$ cat config.mk
export PLATFORM = sky130hd
export DESIGN_NAME = fault_trigger_table_top
export DESIGN_NICKNAME = d
export VERILOG_FILES = /design/src/hw/rtl/ftt_pkg.sv /design/src/hw/rtl/ftt_store.sv /design/src/hw/rtl/fault_trigger_table_top.sv
export SDC_FILE = /design/constraint.sdc
export NUM_CORES = 1
export LEC_CHECK = 0
export ABC_AREA = 1
export BUFFER_PORTS_ARGS = -buffer_cell sky130_fd_sc_hd__buf_2
export CORE_AREA = 3 3 238 473
export CTS_CLUSTER_DIAMETER = 200
export CTS_CLUSTER_SIZE = 40
export DETAILED_ROUTE_END_ITERATION = 8
export DIE_AREA = 0 0 241 476
export HOLD_SLACK_MARGIN = 0.15
export MAX_ROUTING_LAYER = met4
export PLACE_DENSITY_LB_ADDON = 0.1
export SYNTH_ARGS = -nofsm -noshare
export SYNTH_HDL_FRONTEND = slang
export SYNTH_SLANG_ARGS = --single-unit
$ cat constraint.sdc
create_clock -name clk -period 10.45 [get_ports clk]
set_input_delay 0.5225 -clock clk [delete_from_list [all_inputs] [get_ports clk]]
set_output_delay 0.5225 -clock clk [all_outputs]
set_load 0.01 [all_outputs]
$ cat src/hw/rtl/ftt_pkg.sv
`timescale 1ns / 1ps

package ftt_pkg;

  localparam logic [2:0] OP_ARM    = 3'd0;
  localparam logic [2:0] OP_DISARM = 3'd1;
  localparam logic [2:0] OP_HIT    = 3'd2;
  localparam logic [2:0] OP_GET    = 3'd3;
  localparam logic [2:0] OP_CLEAR  = 3'd4;

  localparam logic [1:0] ST_OK       = 2'd0;
  localparam logic [1:0] ST_INVAL    = 2'd1;
  localparam logic [1:0] ST_NOSPACE  = 2'd2;
  localparam logic [1:0] ST_NOTFOUND = 2'd3;

  // Contents of one slot, apart from its armed bit.
  typedef struct packed {
    logic [31:0] key;
    logic [31:0] hits;
    logic [31:0] trigger;
    logic [3:0]  code;
  } ftt_entry_t;

  // Update commands from the sequencer to the slot store.
  typedef struct packed {
    logic ent_we;
    logic hits_we;
    logic arm_set;
    logic arm_clr;
    logic clr_all;
  } ftt_ctl_t;

endpackage

$ cat src/hw/rtl/ftt_store.sv
`timescale 1ns / 1ps

module ftt_store #(
  parameter int SLOTS = 8
) (
  input  logic                                     clk,
  input  logic                                     rst_n,
  input  ftt_pkg::ftt_ctl_t                        ctl,
  input  logic [((SLOTS > 1) ? $clog2(SLOTS) : 1)-1:0] wr_addr,
  input  ftt_pkg::ftt_entry_t                      wr_data,
  input  logic [((SLOTS > 1) ? $clog2(SLOTS) : 1)-1:0] rd_addr,
  output ftt_pkg::ftt_entry_t                      rd_data,
  output logic [SLOTS-1:0]                         armed
);

  localparam int IDXW = (SLOTS > 1) ? $clog2(SLOTS) : 1;

  logic [31:0] key_mem  [SLOTS];
  logic [31:0] hits_mem [SLOTS];
  logic [31:0] trig_mem [SLOTS];
  logic [3:0]  code_mem [SLOTS];

  ftt_pkg::ftt_entry_t rd_r;
  logic [SLOTS-1:0]    armed_r;
  logic [SLOTS-1:0]    armed_nxt;

  // The slot fields hold stale data after a disarm or clear; only the
  // armed bits decide whether a slot takes part in a lookup.
  always_ff @(posedge clk) begin
    if (ctl.ent_we) begin
      key_mem[wr_addr[IDXW-1:0]]  <= wr_data.key;
      trig_mem[wr_addr[IDXW-1:0]] <= wr_data.trigger;
      code_mem[wr_addr[IDXW-1:0]] <= wr_data.code;
    end
    if (ctl.ent_we || ctl.hits_we) begin
      hits_mem[wr_addr[IDXW-1:0]] <= wr_data.hits;
    end
    rd_r.key     <= key_mem[rd_addr];
    rd_r.hits    <= hits_mem[rd_addr];
    rd_r.trigger <= trig_mem[rd_addr];
    rd_r.code    <= code_mem[rd_addr];
  end

  always_comb begin
    armed_nxt = armed_r;
    if (ctl.clr_all) begin
      armed_nxt = '0;
    end else if (ctl.arm_set) begin
      armed_nxt[wr_addr] = 1'b1;
    end else if (ctl.arm_clr) begin
      armed_nxt[wr_addr] = 1'b0;
    end
  end

  always_ff @(posedge clk) begin
    if (!rst_n) begin
      armed_r <= '0;
    end else begin
      armed_r <= armed_nxt;
    end
  end

  assign rd_data = rd_r;
  assign armed   = armed_r;

endmodule

$ cat src/hw/rtl/fault_trigger_table_top.sv
`timescale 1ns / 1ps

// Channel   Handshake              Payload
// in        in_valid / in_ready    in_op, in_key_hash, in_trigger_count, in_fault_code
// out       out_valid / out_ready  out_status, out_fault_out, out_entry_hits,
//                                  out_entry_trigger, out_entry_code
//
// One slot is read per cycle through the store's single read port and checked by
// one shared 32-bit key comparator; the scan stops at the first armed match.
// A scan ends on a match in slot i or, when nothing matches, after the last slot; clear
// and rejected items skip the scan and go straight to the result register.
// Reset clears every armed bit at once, so no clearing pass is needed. A result
// waits in its own register; one more item can finish behind it, then in_ready stays low.

module fault_trigger_table_top #(
  parameter int SLOTS = 8
) (
  input  logic        clk,
  input  logic        rst_n,
  input  logic        in_valid,
  output logic        in_ready,
  input  logic [2:0]  in_op,
  input  logic [31:0] in_key_hash,
  input  logic [31:0] in_trigger_count,
  input  logic [3:0]  in_fault_code,
  output logic        out_valid,
  input  logic        out_ready,
  output logic [1:0]  out_status,
  output logic [3:0]  out_fault_out,
  output logic [31:0] out_entry_hits,
  output logic [31:0] out_entry_trigger,
  output logic [3:0]  out_entry_code
);

  localparam int IDXW = (SLOTS > 1) ? $clog2(SLOTS) : 1;
  localparam logic [IDXW-1:0] LAST_IDX = IDXW'(SLOTS - 1);

  localparam logic [1:0] S_IDLE = 2'd0;
  localparam logic [1:0] S_SCAN = 2'd1;
  localparam logic [1:0] S_HOLD = 2'd2;

  logic [1:0]      state_r, state_nxt;
  logic [IDXW-1:0] scan_idx_r, scan_idx_nxt;
  logic            issue_r, issue_nxt;
  logic            cmp_vld_r, cmp_vld_nxt;
  logic [IDXW-1:0] cmp_idx_r, cmp_idx_nxt;
  logic            free_vld_r, free_vld_nxt;
  logic [IDXW-1:0] free_idx_r, free_idx_nxt;

  logic [2:0]  req_op_r, req_op_nxt;
  logic [31:0] req_key_r, req_key_nxt;
  logic [31:0] req_trig_r, req_trig_nxt;
  logic [3:0]  req_code_r, req_code_nxt;

  logic [1:0]  res_status_r, res_status_nxt;
  logic [3:0]  res_fault_r, res_fault_nxt;
  logic [31:0] res_hits_r, res_hits_nxt;
  logic [31:0] res_trig_r, res_trig_nxt;
  logic [3:0]  res_code_r, res_code_nxt;

  logic        out_valid_r, out_valid_nxt;
  logic [1:0]  out_status_r, out_status_nxt;
  logic [3:0]  out_fault_r, out_fault_nxt;
  logic [31:0] out_hits_r, out_hits_nxt;
  logic [31:0] out_trig_r, out_trig_nxt;
  logic [3:0]  out_code_r, out_code_nxt;

  ftt_pkg::ftt_ctl_t   ctl;
  ftt_pkg::ftt_entry_t wr_data;
  ftt_pkg::ftt_entry_t rd_data;
  logic [IDXW-1:0]     wr_addr;
  logic [SLOTS-1:0]    armed;

  logic            cur_armed;
  logic            hit_now;
  logic            last_now;
  logic            free_any;
  logic [IDXW-1:0] free_sel;
  logic [31:0]     hits_inc;
  logic            out_free;

  ftt_store #(
    .SLOTS(SLOTS)
  ) u_store (
    .clk     (clk),
    .rst_n   (rst_n),
    .ctl     (ctl),
    .wr_addr (wr_addr),
    .wr_data (wr_data),
    .rd_addr (scan_idx_r),
    .rd_data (rd_data),
    .armed   (armed)
  );

  // The read data registered in the store belongs to cmp_idx_r.
  assign cur_armed = armed[cmp_idx_r];
  assign hit_now   = cmp_vld_r && cur_armed && (rd_data.key == req_key_r);
  assign last_now  = cmp_vld_r && (cmp_idx_r == LAST_IDX);
  assign free_any  = free_vld_r || (cmp_vld_r && !cur_armed);
  assign free_sel  = free_vld_r ? free_idx_r : cmp_idx_r;
  assign hits_inc  = (rd_data.hits == 32'hFFFF_FFFF) ? rd_data.hits : rd_data.hits + 32'd1;
  assign out_free  = !out_valid_r || out_ready;

  always_comb begin
    state_nxt      = state_r;
    scan_idx_nxt   = scan_idx_r;
    issue_nxt      = issue_r;
    cmp_vld_nxt    = 1'b0;
    cmp_idx_nxt    = cmp_idx_r;
    free_vld_nxt   = free_vld_r;
    free_idx_nxt   = free_idx_r;
    req_op_nxt     = req_op_r;
    req_key_nxt    = req_key_r;
    req_trig_nxt   = req_trig_r;
    req_code_nxt   = req_code_r;
    res_status_nxt = res_status_r;
    res_fault_nxt  = res_fault_r;
    res_hits_nxt   = res_hits_r;
    res_trig_nxt   = res_trig_r;
    res_code_nxt   = res_code_r;
    out_valid_nxt  = out_valid_r && !out_ready;
    out_status_nxt = out_status_r;
    out_fault_nxt  = out_fault_r;
    out_hits_nxt   = out_hits_r;
    out_trig_nxt   = out_trig_r;
    out_code_nxt   = out_code_r;
    ctl            = '0;
    wr_addr        = cmp_idx_r;
    wr_data.key     = req_key_r;
    wr_data.hits    = 32'd0;
    wr_data.trigger = req_trig_r;
    wr_data.code    = req_code_r;

    unique case (state_r)
      S_IDLE: begin
        if (in_valid) begin
          req_op_nxt     = in_op;
          req_key_nxt    = in_key_hash;
          req_trig_nxt   = in_trigger_count;
          req_code_nxt   = in_fault_code;
          scan_idx_nxt   = '0;
          issue_nxt      = 1'b1;
          free_vld_nxt   = 1'b0;
          res_status_nxt = ftt_pkg::ST_OK;
          res_fault_nxt  = 4'd0;
          res_hits_nxt   = 32'd0;
          res_trig_nxt   = 32'd0;
          res_code_nxt   = 4'd0;
          if (in_op == ftt_pkg::OP_CLEAR) begin
            ctl.clr_all = 1'b1;
            state_nxt   = S_HOLD;
          end else if (in_op > ftt_pkg::OP_CLEAR ||
                       (in_op == ftt_pkg::OP_ARM &&
                        (in_trigger_count == 32'd0 || in_fault_code == 4'd0))) begin
            res_status_nxt = ftt_pkg::ST_INVAL;
            state_nxt      = S_HOLD;
          end else begin
            state_nxt = S_SCAN;
          end
        end
      end
      S_SCAN: begin
        // Read of the next slot overlaps the compare of the previous one.
        cmp_vld_nxt = issue_r;
        cmp_idx_nxt = scan_idx_r;
        if (issue_r) begin
          scan_idx_nxt = scan_idx_r + IDXW'(1);
          issue_nxt    = (scan_idx_r != LAST_IDX);
        end
        if (cmp_vld_r && !cur_armed && !free_vld_r) begin
          free_vld_nxt = 1'b1;
          free_idx_nxt = cmp_idx_r;
        end
        if (hit_now || last_now) begin
          state_nxt = S_HOLD;
          issue_nxt = 1'b0;
          unique case (req_op_r)
            ftt_pkg::OP_ARM: begin
              if (hit_now || free_any) begin
                wr_addr     = hit_now ? cmp_idx_r : free_sel;
                ctl.ent_we  = 1'b1;
                ctl.arm_set = 1'b1;
              end else begin
                res_status_nxt = ftt_pkg::ST_NOSPACE;
              end
            end
            ftt_pkg::OP_DISARM: begin
              ctl.arm_clr = hit_now;
            end
            ftt_pkg::OP_HIT: begin
              if (hit_now) begin
                wr_data.hits  = hits_inc;
                ctl.hits_we   = 1'b1;
                res_fault_nxt = (hits_inc == rd_data.trigger) ? rd_data.code : 4'd0;
              end
            end
            ftt_pkg::OP_GET: begin
              if (hit_now) begin
                res_hits_nxt = rd_data.hits;
                res_trig_nxt = rd_data.trigger;
                res_code_nxt = rd_data.code;
              end else begin
                res_status_nxt = ftt_pkg::ST_NOTFOUND;
              end
            end
            default: begin
              res_status_nxt = ftt_pkg::ST_INVAL;
            end
          endcase
        end
      end
      S_HOLD: begin
        if (out_free) begin
          out_valid_nxt  = 1'b1;
          out_status_nxt = res_status_r;
          out_fault_nxt  = res_fault_r;
          out_hits_nxt   = res_hits_r;
          out_trig_nxt   = res_trig_r;
          out_code_nxt   = res_code_r;
          state_nxt      = S_IDLE;
        end
      end
      default: begin
        state_nxt = S_IDLE;
      end
    endcase
  end

  always_ff @(posedge clk) begin
    if (!rst_n) begin
      state_r     <= S_IDLE;
      issue_r     <= 1'b0;
      cmp_vld_r   <= 1'b0;
      free_vld_r  <= 1'b0;
      out_valid_r <= 1'b0;
    end else begin
      state_r     <= state_nxt;
      issue_r     <= issue_nxt;
      cmp_vld_r   <= cmp_vld_nxt;
      free_vld_r  <= free_vld_nxt;
      out_valid_r <= out_valid_nxt;
    end
  end

  always_ff @(posedge clk) begin
    scan_idx_r   <= scan_idx_nxt;
    cmp_idx_r    <= cmp_idx_nxt;
    free_idx_r   <= free_idx_nxt;
    req_op_r     <= req_op_nxt;
    req_key_r    <= req_key_nxt;
    req_trig_r   <= req_trig_nxt;
    req_code_r   <= req_code_nxt;
    res_status_r <= res_status_nxt;
    res_fault_r  <= res_fault_nxt;
    res_hits_r   <= res_hits_nxt;
    res_trig_r   <= res_trig_nxt;
    res_code_r   <= res_code_nxt;
    out_status_r <= out_status_nxt;
    out_fault_r  <= out_fault_nxt;
    out_hits_r   <= out_hits_nxt;
    out_trig_r   <= out_trig_nxt;
    out_code_r   <= out_code_nxt;
  end

  assign in_ready          = (state_r == S_IDLE);
  assign out_valid         = out_valid_r;
  assign out_status        = out_status_r;
  assign out_fault_out     = out_fault_r;
  assign out_entry_hits    = out_hits_r;
  assign out_entry_trigger = out_trig_r;
  assign out_entry_code    = out_code_r;

`ifndef SYNTHESIS
  a_accept_starts: assert property (@(posedge clk) disable iff (!rst_n)
    in_valid && in_ready |=> state_r != S_IDLE)
    else $error("accepted transfer did not start an operation");

  a_one_update: assert property (@(posedge clk) disable iff (!rst_n)
    $onehot0({ctl.ent_we, ctl.hits_we, ctl.arm_clr, ctl.clr_all}))
    else $error("more than one table update in a cycle");

  a_arm_valid: assert property (@(posedge clk) disable iff (!rst_n)
    ctl.ent_we |-> (req_trig_r != 32'd0) && (req_code_r != 4'd0) && ctl.arm_set)
    else $error("slot armed with an invalid trigger or code");

  a_hold_drains: assert property (@(posedge clk) disable iff (!rst_n)
    state_r == S_HOLD && out_free |=> state_r == S_IDLE && out_valid_r)
    else $error("finished result was not moved to the output register");
`endif

endmodule

==> results by group, run 1 <==
Synthesis
  • EDFF count, synth: 1028
  • Mapped Area: 43480 um2
  • Dominant cell type by area after synthesis: edfxtp_1
  • Yosys Warn Count: 0
  • Top_reg_cell synth: edfxtp_1
  • Netlist cell types: 34
  • Syn Area/Cell: 12.52 um2
  • FFs w/ async S/R, synth: 0
  • Register area share after synthesis: 0.7625
  • #FFs+latches synth: around 1100
  • Yosys top cell area share: 0.7100
  • Syn_nets: around 3600
  • Cells after Synth: 3474
  • Top cells by area, synth: edfxtp_1 71%, nor2_1 7.7%, dfxtp_1 5.2%, o21ai_0 4.7%, nand2_1 2.4%

Critical path
  • WS Path Type: reg2reg
  • R2R Setup Slk: 5.94 ns
  • FF-to-FF End: u_store.trig_mem[3][10]
  • Crit path max fanout: 48
  • Worst Path Arrival: 4.76 ns
  • Worst reg2reg path depth: 14
  • Worst EP required: 10.71 ns
  • Startpoint Class: flip-flop
  • CP endpoint kind: flip-flop
  • RR Startpoint: req_key_r[12]

Clocking
  • H-Tree Depth: 2
  • CTS tree: built
  • Clock sink count: ~1100
  • Clock slew at reported path FFs: 0.15 ns
  • CTS Buf Count: 34
  • Insertion delay to the later sink of the worst-skew pair: 0.63 ns
  • CTS root buf: clkbuf_16
  • Post-CTS Setup Bufs: 0
  • Clock tree buffer depth: 3

Place
  • Routability-driven placement congestion ratio: about 1
  • IO buf count: 150
  • Hpwl dp: 70510 um
  • Post-Place Cells: 4875
  • Placed instance area: 45720 um2
  • Post-place setup slack: between 5 and 6 ns

Floorplan
  • Core Area: 109100 um2
  • I/O pins: 151
  • Die Wd: 241 um
  • FP Rows: 171
  • Die H: 476 um
  • Die ar.: 114700 um2
  • Initial core utilization: 0.3985

Route
  • DR iter-0 viols: 1685
  • # DRC: 0
  • DRT antenna net count: 0
  • Drt wl/cell: 22.30 um
  • Via count: approximately 26000
  • WL final: 111700 um
  • Vias per inst: 5.147
  • DR pass1 iterations: 7

Layout
  • Final net count: ~3700
  • Post-Layout Cell Count: roughly 5000
  • Fillers: 9953
  • Post-layout util: 0.4350
  • Synthesis-to-finish area growth: 9.168%
  • Layout cells sized above 1: 0.07537
  • Design Area, Final: 47470 um2

Worst hold path
  • Hold endpoint: out_valid
  • Hold Startpoint: out_ready
  • Hold Path Class: in2reg
  • Hold path depth: 4

Global routing
  • First-pass GRT wire length: roughly 160000 um
  • Vias in the first global route: 25310
  • Initial antenna violation count: 6
  • Global Route Usage Sum: 0.1989
  • Congestion Overflow GR: 0
  • Largest net degree at the start of global routing: 135

Power and ir drop
  • Worst VDD drop: between 0.1 and 0.15 mV
  • Combinational cell fraction of total power: 0.146
  • Switching part of the total power: 0.2779
  • Static leakage: 15.69 nW
  • Internal power: 6.353 mW
  • Final Total Pwr: 8.798 mW
  • Pwr dens: 185.4 nW/um2
  • Switching Power: 2.445 mW
  • Flop pwr share: 0.632
  • Clock power share: 0.222

STA
  • Fmax: 0.2218 GHz
  • Min Hold Slack: 0.2352 ns
  • Tcrit/Tclk final: 0.4314
  • Skew final: 0.02645 ns
  • Max_slew headroom: 0.3779
  • Final min period: 4.509 ns
  • Hold Vio Cnt, Final: 0
  • Final Setup Violations: 0
  • Worst setup margin: 5.941 ns
  • Final Max Tran Viols: 0
  • RSZ-0062 raised after global routing: no
  • Setup TNS: 0 ns
  • Measured slew at the worst slew-check pin: 0.9297 ns

Run
  • MaxCap Viol Count: 0

Run status
  • Status: completed
metal layers:
metal | track usage | vias to the layer above | wire length, um
met5 | - | - | 0
met4 | 0.05999 | 0 | 3299
met3 | 0.01474 | 124 | 2997
li1 | - | 12410 | -
met1 | 0.2176 | 12770 | 42510
met2 | 0.3807 | 477 | 62910
synthesized netlist by cell type (all sizes together) (3+ instances only):
library cell / number
nand3: 69
a31oi: 100
edfxtp: 1028
dfxtp: 114
inv: 170
xnor2: 6
a21oi: 43
xor2: 26
o22ai: 101
o21ai: 414
buf: 20
nor4: 10
nor3: 12
nand4: 15
ha: 3
nor2: 898
clkbuf: 156
nand2: 283
cells by family after synthesis:
kind of cell / share of synthesized area
buffers and inverters: 0.03053
flip-flops: 0.7625
AO/OA/AOI/OAI: 0.08210
adder cells (fa/ha/maj): 0.0008634
XOR/XNOR: 0.006446
AND/OR/NAND/NOR: 0.1176
placed cells by master (no fill, tap or decap), types with 66 or more instances in the layout:
cell	instances
dfxtp_1	114
inv_1	157
nor2_1	881
nand2_1	279
edfxtp_1	1028
a31oi_1	100
buf_2	150
o22ai_1	101
nand3_1	66
dlygate4sd3_1	71
o21ai_0	411
sequential cells by signal, indices dropped and copies added (netlist names), 3 cells and up, named ones only:
signal and cells:
u_store.hits_mem 256, u_store.key_mem 256, u_store.trig_mem 256, u_store.rd_data 100, out_entry_hits 32, out_entry_trigger 32, req_key_r 32, req_trig_r 32
res_hits_r 32, res_trig_r 32, u_store.code_mem 32, out_entry_code 4, out_fault_out 4, req_code_r 4, res_code_r 4, res_fault_r 4
cmp_idx_r 3, free_idx_r 3, req_op_r 3, scan_idx_r 3
layout make-up:
cell class	instances	area [um2]	area share
timing repair buffer	264	1797	0.03785
clock buffer	59	1008	0.02125
antenna	3	7.507	0.0001582
multi-input combinational	1986	9084	0.1914
tap	1384	1732	0.03648
inverter	170	665.6	0.01402
sequential	1142	33150	0.6984
clock inverter	1	20.02	0.0004218
power groups by stage:
stage | Sequential [mW] | Clock [mW] | Combinational (mW)
2_1_floorplan | 5.55 | 0 | 0.808
3_3_place_gp | 5.67 | 0 | 1.29
5_1_grt | 5.59 | 2.17 | 1.44
3_5_place_dp | 5.67 | 0 | 1.29
4_1_cts | 5.56 | 2.03 | 1.32
6_report | 5.56 | 1.96 | 1.28
worst max-delay path by stage:
stage | startpoint | cells after the start | end | slack [ns]
2_1_floorplan | state_r[1] | 6 | flip-flop | 5.80
3_3_place_gp | req_key_r[30] | 15 | u_store.trig_mem[3][7] | 5.96
3_5_place_dp | req_key_r[12] | 14 | u_store.trig_mem[3][10] | 5.92
4_1_cts | req_key_r[12] | 14 | u_store.trig_mem[3][10] | 5.88
5_1_grt | req_key_r[30] | 15 | u_store.trig_mem[3][10] | 5.60
6_report | req_key_r[12] | 14 | u_store.trig_mem[3][10] | 5.94
critical path: stages (launching register included):
cell and delay [ns]:
edfxtp_1 0.54, nand2_1 0.12, nand2_1 0.05, nor2_1 0.15, nand2_1 0.11, nor2_1 0.21
nand2_1 0.12, nor2_1 0.35, nand2_2 0.22, nand3_1 0.12, nand2_1 0.26, inv_1 0.40
nand3_1 0.17, clkinv_2 0.47, buf_4 0.78
timing repair:
| action | 4_1_cts | 5_1_grt |
|---|---|---|
| hold buffers | 70 | 1 |
| gates resized for setup | 0 | 0 |
| hold endpoints to repair | 71 | 1 |
No activity file was read; power rests on OpenSTA's default activity.
==> inputs of run 2 (changes only) <==
ABC_AREA = 0   (was 1)
CORE_AREA = 3 3 237 472   (was 3 3 238 473)
DIE_AREA = 0 0 240 475   (was 0 0 241 476)
clock period = 3.8 ns   (was 10.45 ns; I/O delays follow)
==> run 2 against run 1 <==
Compared with the run above:
- sequential cell count is the same
- clock skew grew 0.0042 ns
- clock-buffer cell count shrank 1
- sequential share of layout area shrank 2.8 points
- synthesized cell count shrank 37%
- clock power grew to 2.7 times the previous value
- combinational power grew 24%
- die area shrank 0.62%
- non-clock buffer count grew 179
- via count shrank 18%
==> results by group, run 2 <==
Layout
  • Highest-count cells in the layout ignoring fill and taps: 1028 x edfxtp_1, 201 x mux4_2, 175 x buf_4
  • Post-Layout Cell Count: just under 4000
  • Commonest non-fill, non-tap cell in the layout: edfxtp_1
  • Design Area, Final: 49440 um2
  • Layout cells sized above 1: 0.2963
  • Final net count: 2642
  • Post-layout util: 0.4549
  • Synthesis-to-finish area growth: 14.24%
  • Fillers: 9357

Route
  • Vias per inst: 5.348
  • Via count: 21260
  • DR pass1 iterations: 5
  • # DRC: 0
  • DRT antenna net count: 0
  • Drt wl/cell: 28.53 um
  • WL final: 113400 um
  • DR iter-0 viols: between 1500 and 2000

Global routing
  • GR peak layer: met2
  • Largest net degree at the start of global routing: 119
  • Met1 global-route usage: 0.2240
  • Vias in the first global route: 22900
  • Met2 global-route usage: 0.3871
  • Congestion Overflow GR: 0
  • Global Route Usage Sum: 0.2084
  • First-pass GRT wire length: 164300 um
  • Initial antenna violation count: 4
  • Met3 GRT Util: 0.01625

Worst hold path
  • Hold Startpoint: in_key_hash[3]
  • Hold endpoint: req_key_r[3]
  • Hold Path Class: in2reg
  • Hold path depth: 2

Power and ir drop
  • Internal power: between 15 and 20 mW
  • Switching Power: 4.677 mW
  • Switching part of the total power: 0.2201
  • Clock power share: 0.250
  • Pwr dens: 429.7 nW/um2
  • Combinational cell fraction of total power: 0.075
  • Flop pwr share: 0.675
  • Final Total Pwr: between 20 and 25 mW
  • Static leakage: between 15 and 20 nW
  • Worst VDD drop: 0.3800 mV

STA
  • Fmax: ~0.27 GHz
  • Final Max Tran Viols: 0
  • Final Setup Violations: 0
  • Measured slew at the worst slew-check pin: just over 0.9 ns
  • Max_slew headroom: 0.3716
  • Skew final: between 0.03 and 0.04 ns
  • Hold Vio Cnt, Final: 0
  • Final min period: 3.772 ns
  • Tcrit/Tclk final: 0.9926
  • Worst setup margin: roughly 0.028 ns
  • Min Hold Slack: roughly 0.24 ns
  • Setup TNS: 0 ns

Place
  • Routability-driven placement congestion ratio: between 0.9 and 1
  • Hpwl dp: 78210 um
  • Post-place setup slack: -0.4261 ns
  • Placed instance area: 47580 um2
  • Post-Place Cells: about 3800
  • IO buf count: 150

Clocking
  • Clock slew at reported path FFs: 0.14 ns
  • Insertion delay to the later sink of the worst-skew pair: 0.65 ns
  • H-Tree Depth: 2
  • CTS tree: built
  • Clock sink count: 1142
  • Clock tree buffer depth: 3
  • CTS root buf: clkbuf_16
  • CTS Buf Count: 34

Synthesis
  • Mapped Area: 43280 um2
  • Netlist cell types: 74
  • Most frequent cell after synthesis: edfxtp_1
  • Top_reg_cell synth: edfxtp_1
  • Syn Area/Cell: around 20 um2
  • Dominant cell type by area after synthesis: edfxtp_1
  • Yosys top cell area share: 0.7133
  • EDFF count, synth: 1028
  • Cells after Synth: 2188
  • Top cells by area, synth: edfxtp_1 71%, mux4_2 10%, dfxtp_1 5.3%, mux2_2 2.6%, xnor2_1 1.2%
  • Yosys Warn Count: 0
  • #FFs+latches synth: 1142
  • Register area share after synthesis: 0.7660
  • FFs w/ async S/R, synth: 0
  • Syn_nets: roughly 2300
  • Commonest cells in the netlist: 1028 x edfxtp_1, 201 x mux4_2, 114 x dfxtp_1

Critical path
  • RR Startpoint: u_store.rd_data[36]
  • Worst EP required: about 4.3 ns
  • FF-to-FF End: res_fault_r[0]
  • Crit path max fanout: 4
  • Worst reg2reg path depth: 12
  • CP endpoint kind: flip-flop
  • R2R Setup Slk: 0.03 ns
  • Worst Path Arrival: 4.23 ns
  • Startpoint Class: flip-flop
  • WS Path Type: reg2reg

Floorplan
  • Die H: 475 um
  • FP Rows: 171
  • Die ar.: about 110000 um2
  • I/O pins: between 150 and 200
  • Core Area: 108700 um2
  • Die Wd: 240 um
  • Initial core utilization: 0.3982

Run status
  • Status: completed

Run
  • MaxCap Viol Count: 0
[run 2: power groups by stage]
stage | Combinational, mW | Sequential, mW | Clock, mW
6_report | 1.59 | 14.3 | 5.31
5_1_grt | 1.71 | 14.4 | 5.97
4_1_cts | 1.63 | 14.4 | 5.61
3_5_place_dp | 1.56 | 14.6 | 0
3_3_place_gp | 1.56 | 14.6 | 0
2_1_floorplan | 0.921 | 14.5 | 0
[run 2: kinds of logic after synthesis]
family,synth area share
buffers and inverters,0.01266
flip-flops,0.7660
XOR/XNOR,0.01529
AND/OR/NAND/NOR,0.05169
AO/OA/AOI/OAI,0.02093
adder cells (fa/ha/maj),0.0008674
multiplexers,0.1325
[run 2: worst max-delay path by stage]
| stage | from | to | slack [ns] | depth (start not counted) |
|---|---|---|---|---|
| final | u_store.rd_data[36] | res_fault_r[0] | 0.03 | 12 |
| after global routing | u_store.rd_data[36] | res_fault_r[0] | -0.05 | 12 |
| after CTS | u_store.rd_data[44] | res_fault_r[3] | 0.04 | 11 |
| after detailed placement | req_key_r[27] | u_store.trig_mem[0][12] | -0.43 | 10 |
| after global placement | u_store.rd_data[51] | res_fault_r[2] | -0.45 | 11 |
| after floorplan | cmp_idx_r[2] | u_store.hits_mem[0][0] | -0.08 | 10 |
[run 2: layer usage]
| metal | part of all wire | wire length, um | vias up |
|---|---|---|---|
| met5 | 0 | 0 | - |
| met4 | 0.055 | 6283 | 0 |
| met3 | 0.026 | 2940 | 186 |
| met2 | 0.56 | 63650 | 468 |
| met1 | 0.36 | 40530 | 11150 |
| li1 | - | - | 9453 |
[run 2: critical path: stages (launching register included)]
cell	delay [ns]
dfxtp_2	0.38
ha_2	0.24
nand4_1	0.17
buf_4	0.21
nor4_4	0.50
buf_4	0.22
a32oi_1	0.11
nor4_2	0.37
o211ai_1	0.16
nor4_2	0.47
buf_4	0.19
nand4_1	0.23
nor4_2	0.36
[run 2: layout make-up]
cell class	count	area, um2	area share
sequential	1142	33160	0.6707
multi-input combinational	919	9723	0.1967
timing repair buffer	443	3686	0.07456
tap	1384	1732	0.03503
clock buffer	58	962.2	0.01946
inverter	24	121.4	0.002455
clock inverter	3	52.55	0.001063
antenna	2	5.005	0.0001012
[run 2: timing repair]
item / in CTS / in global routing
resized for setup: 6 / 11
setup buffers: 0 / 2
pin swaps: 0 / 7
hold endpoints to repair: 87 / 0
endpoints found under the setup margin: 1006 / 136
cloned: 0 / 0
hold buffers: 74 / 0
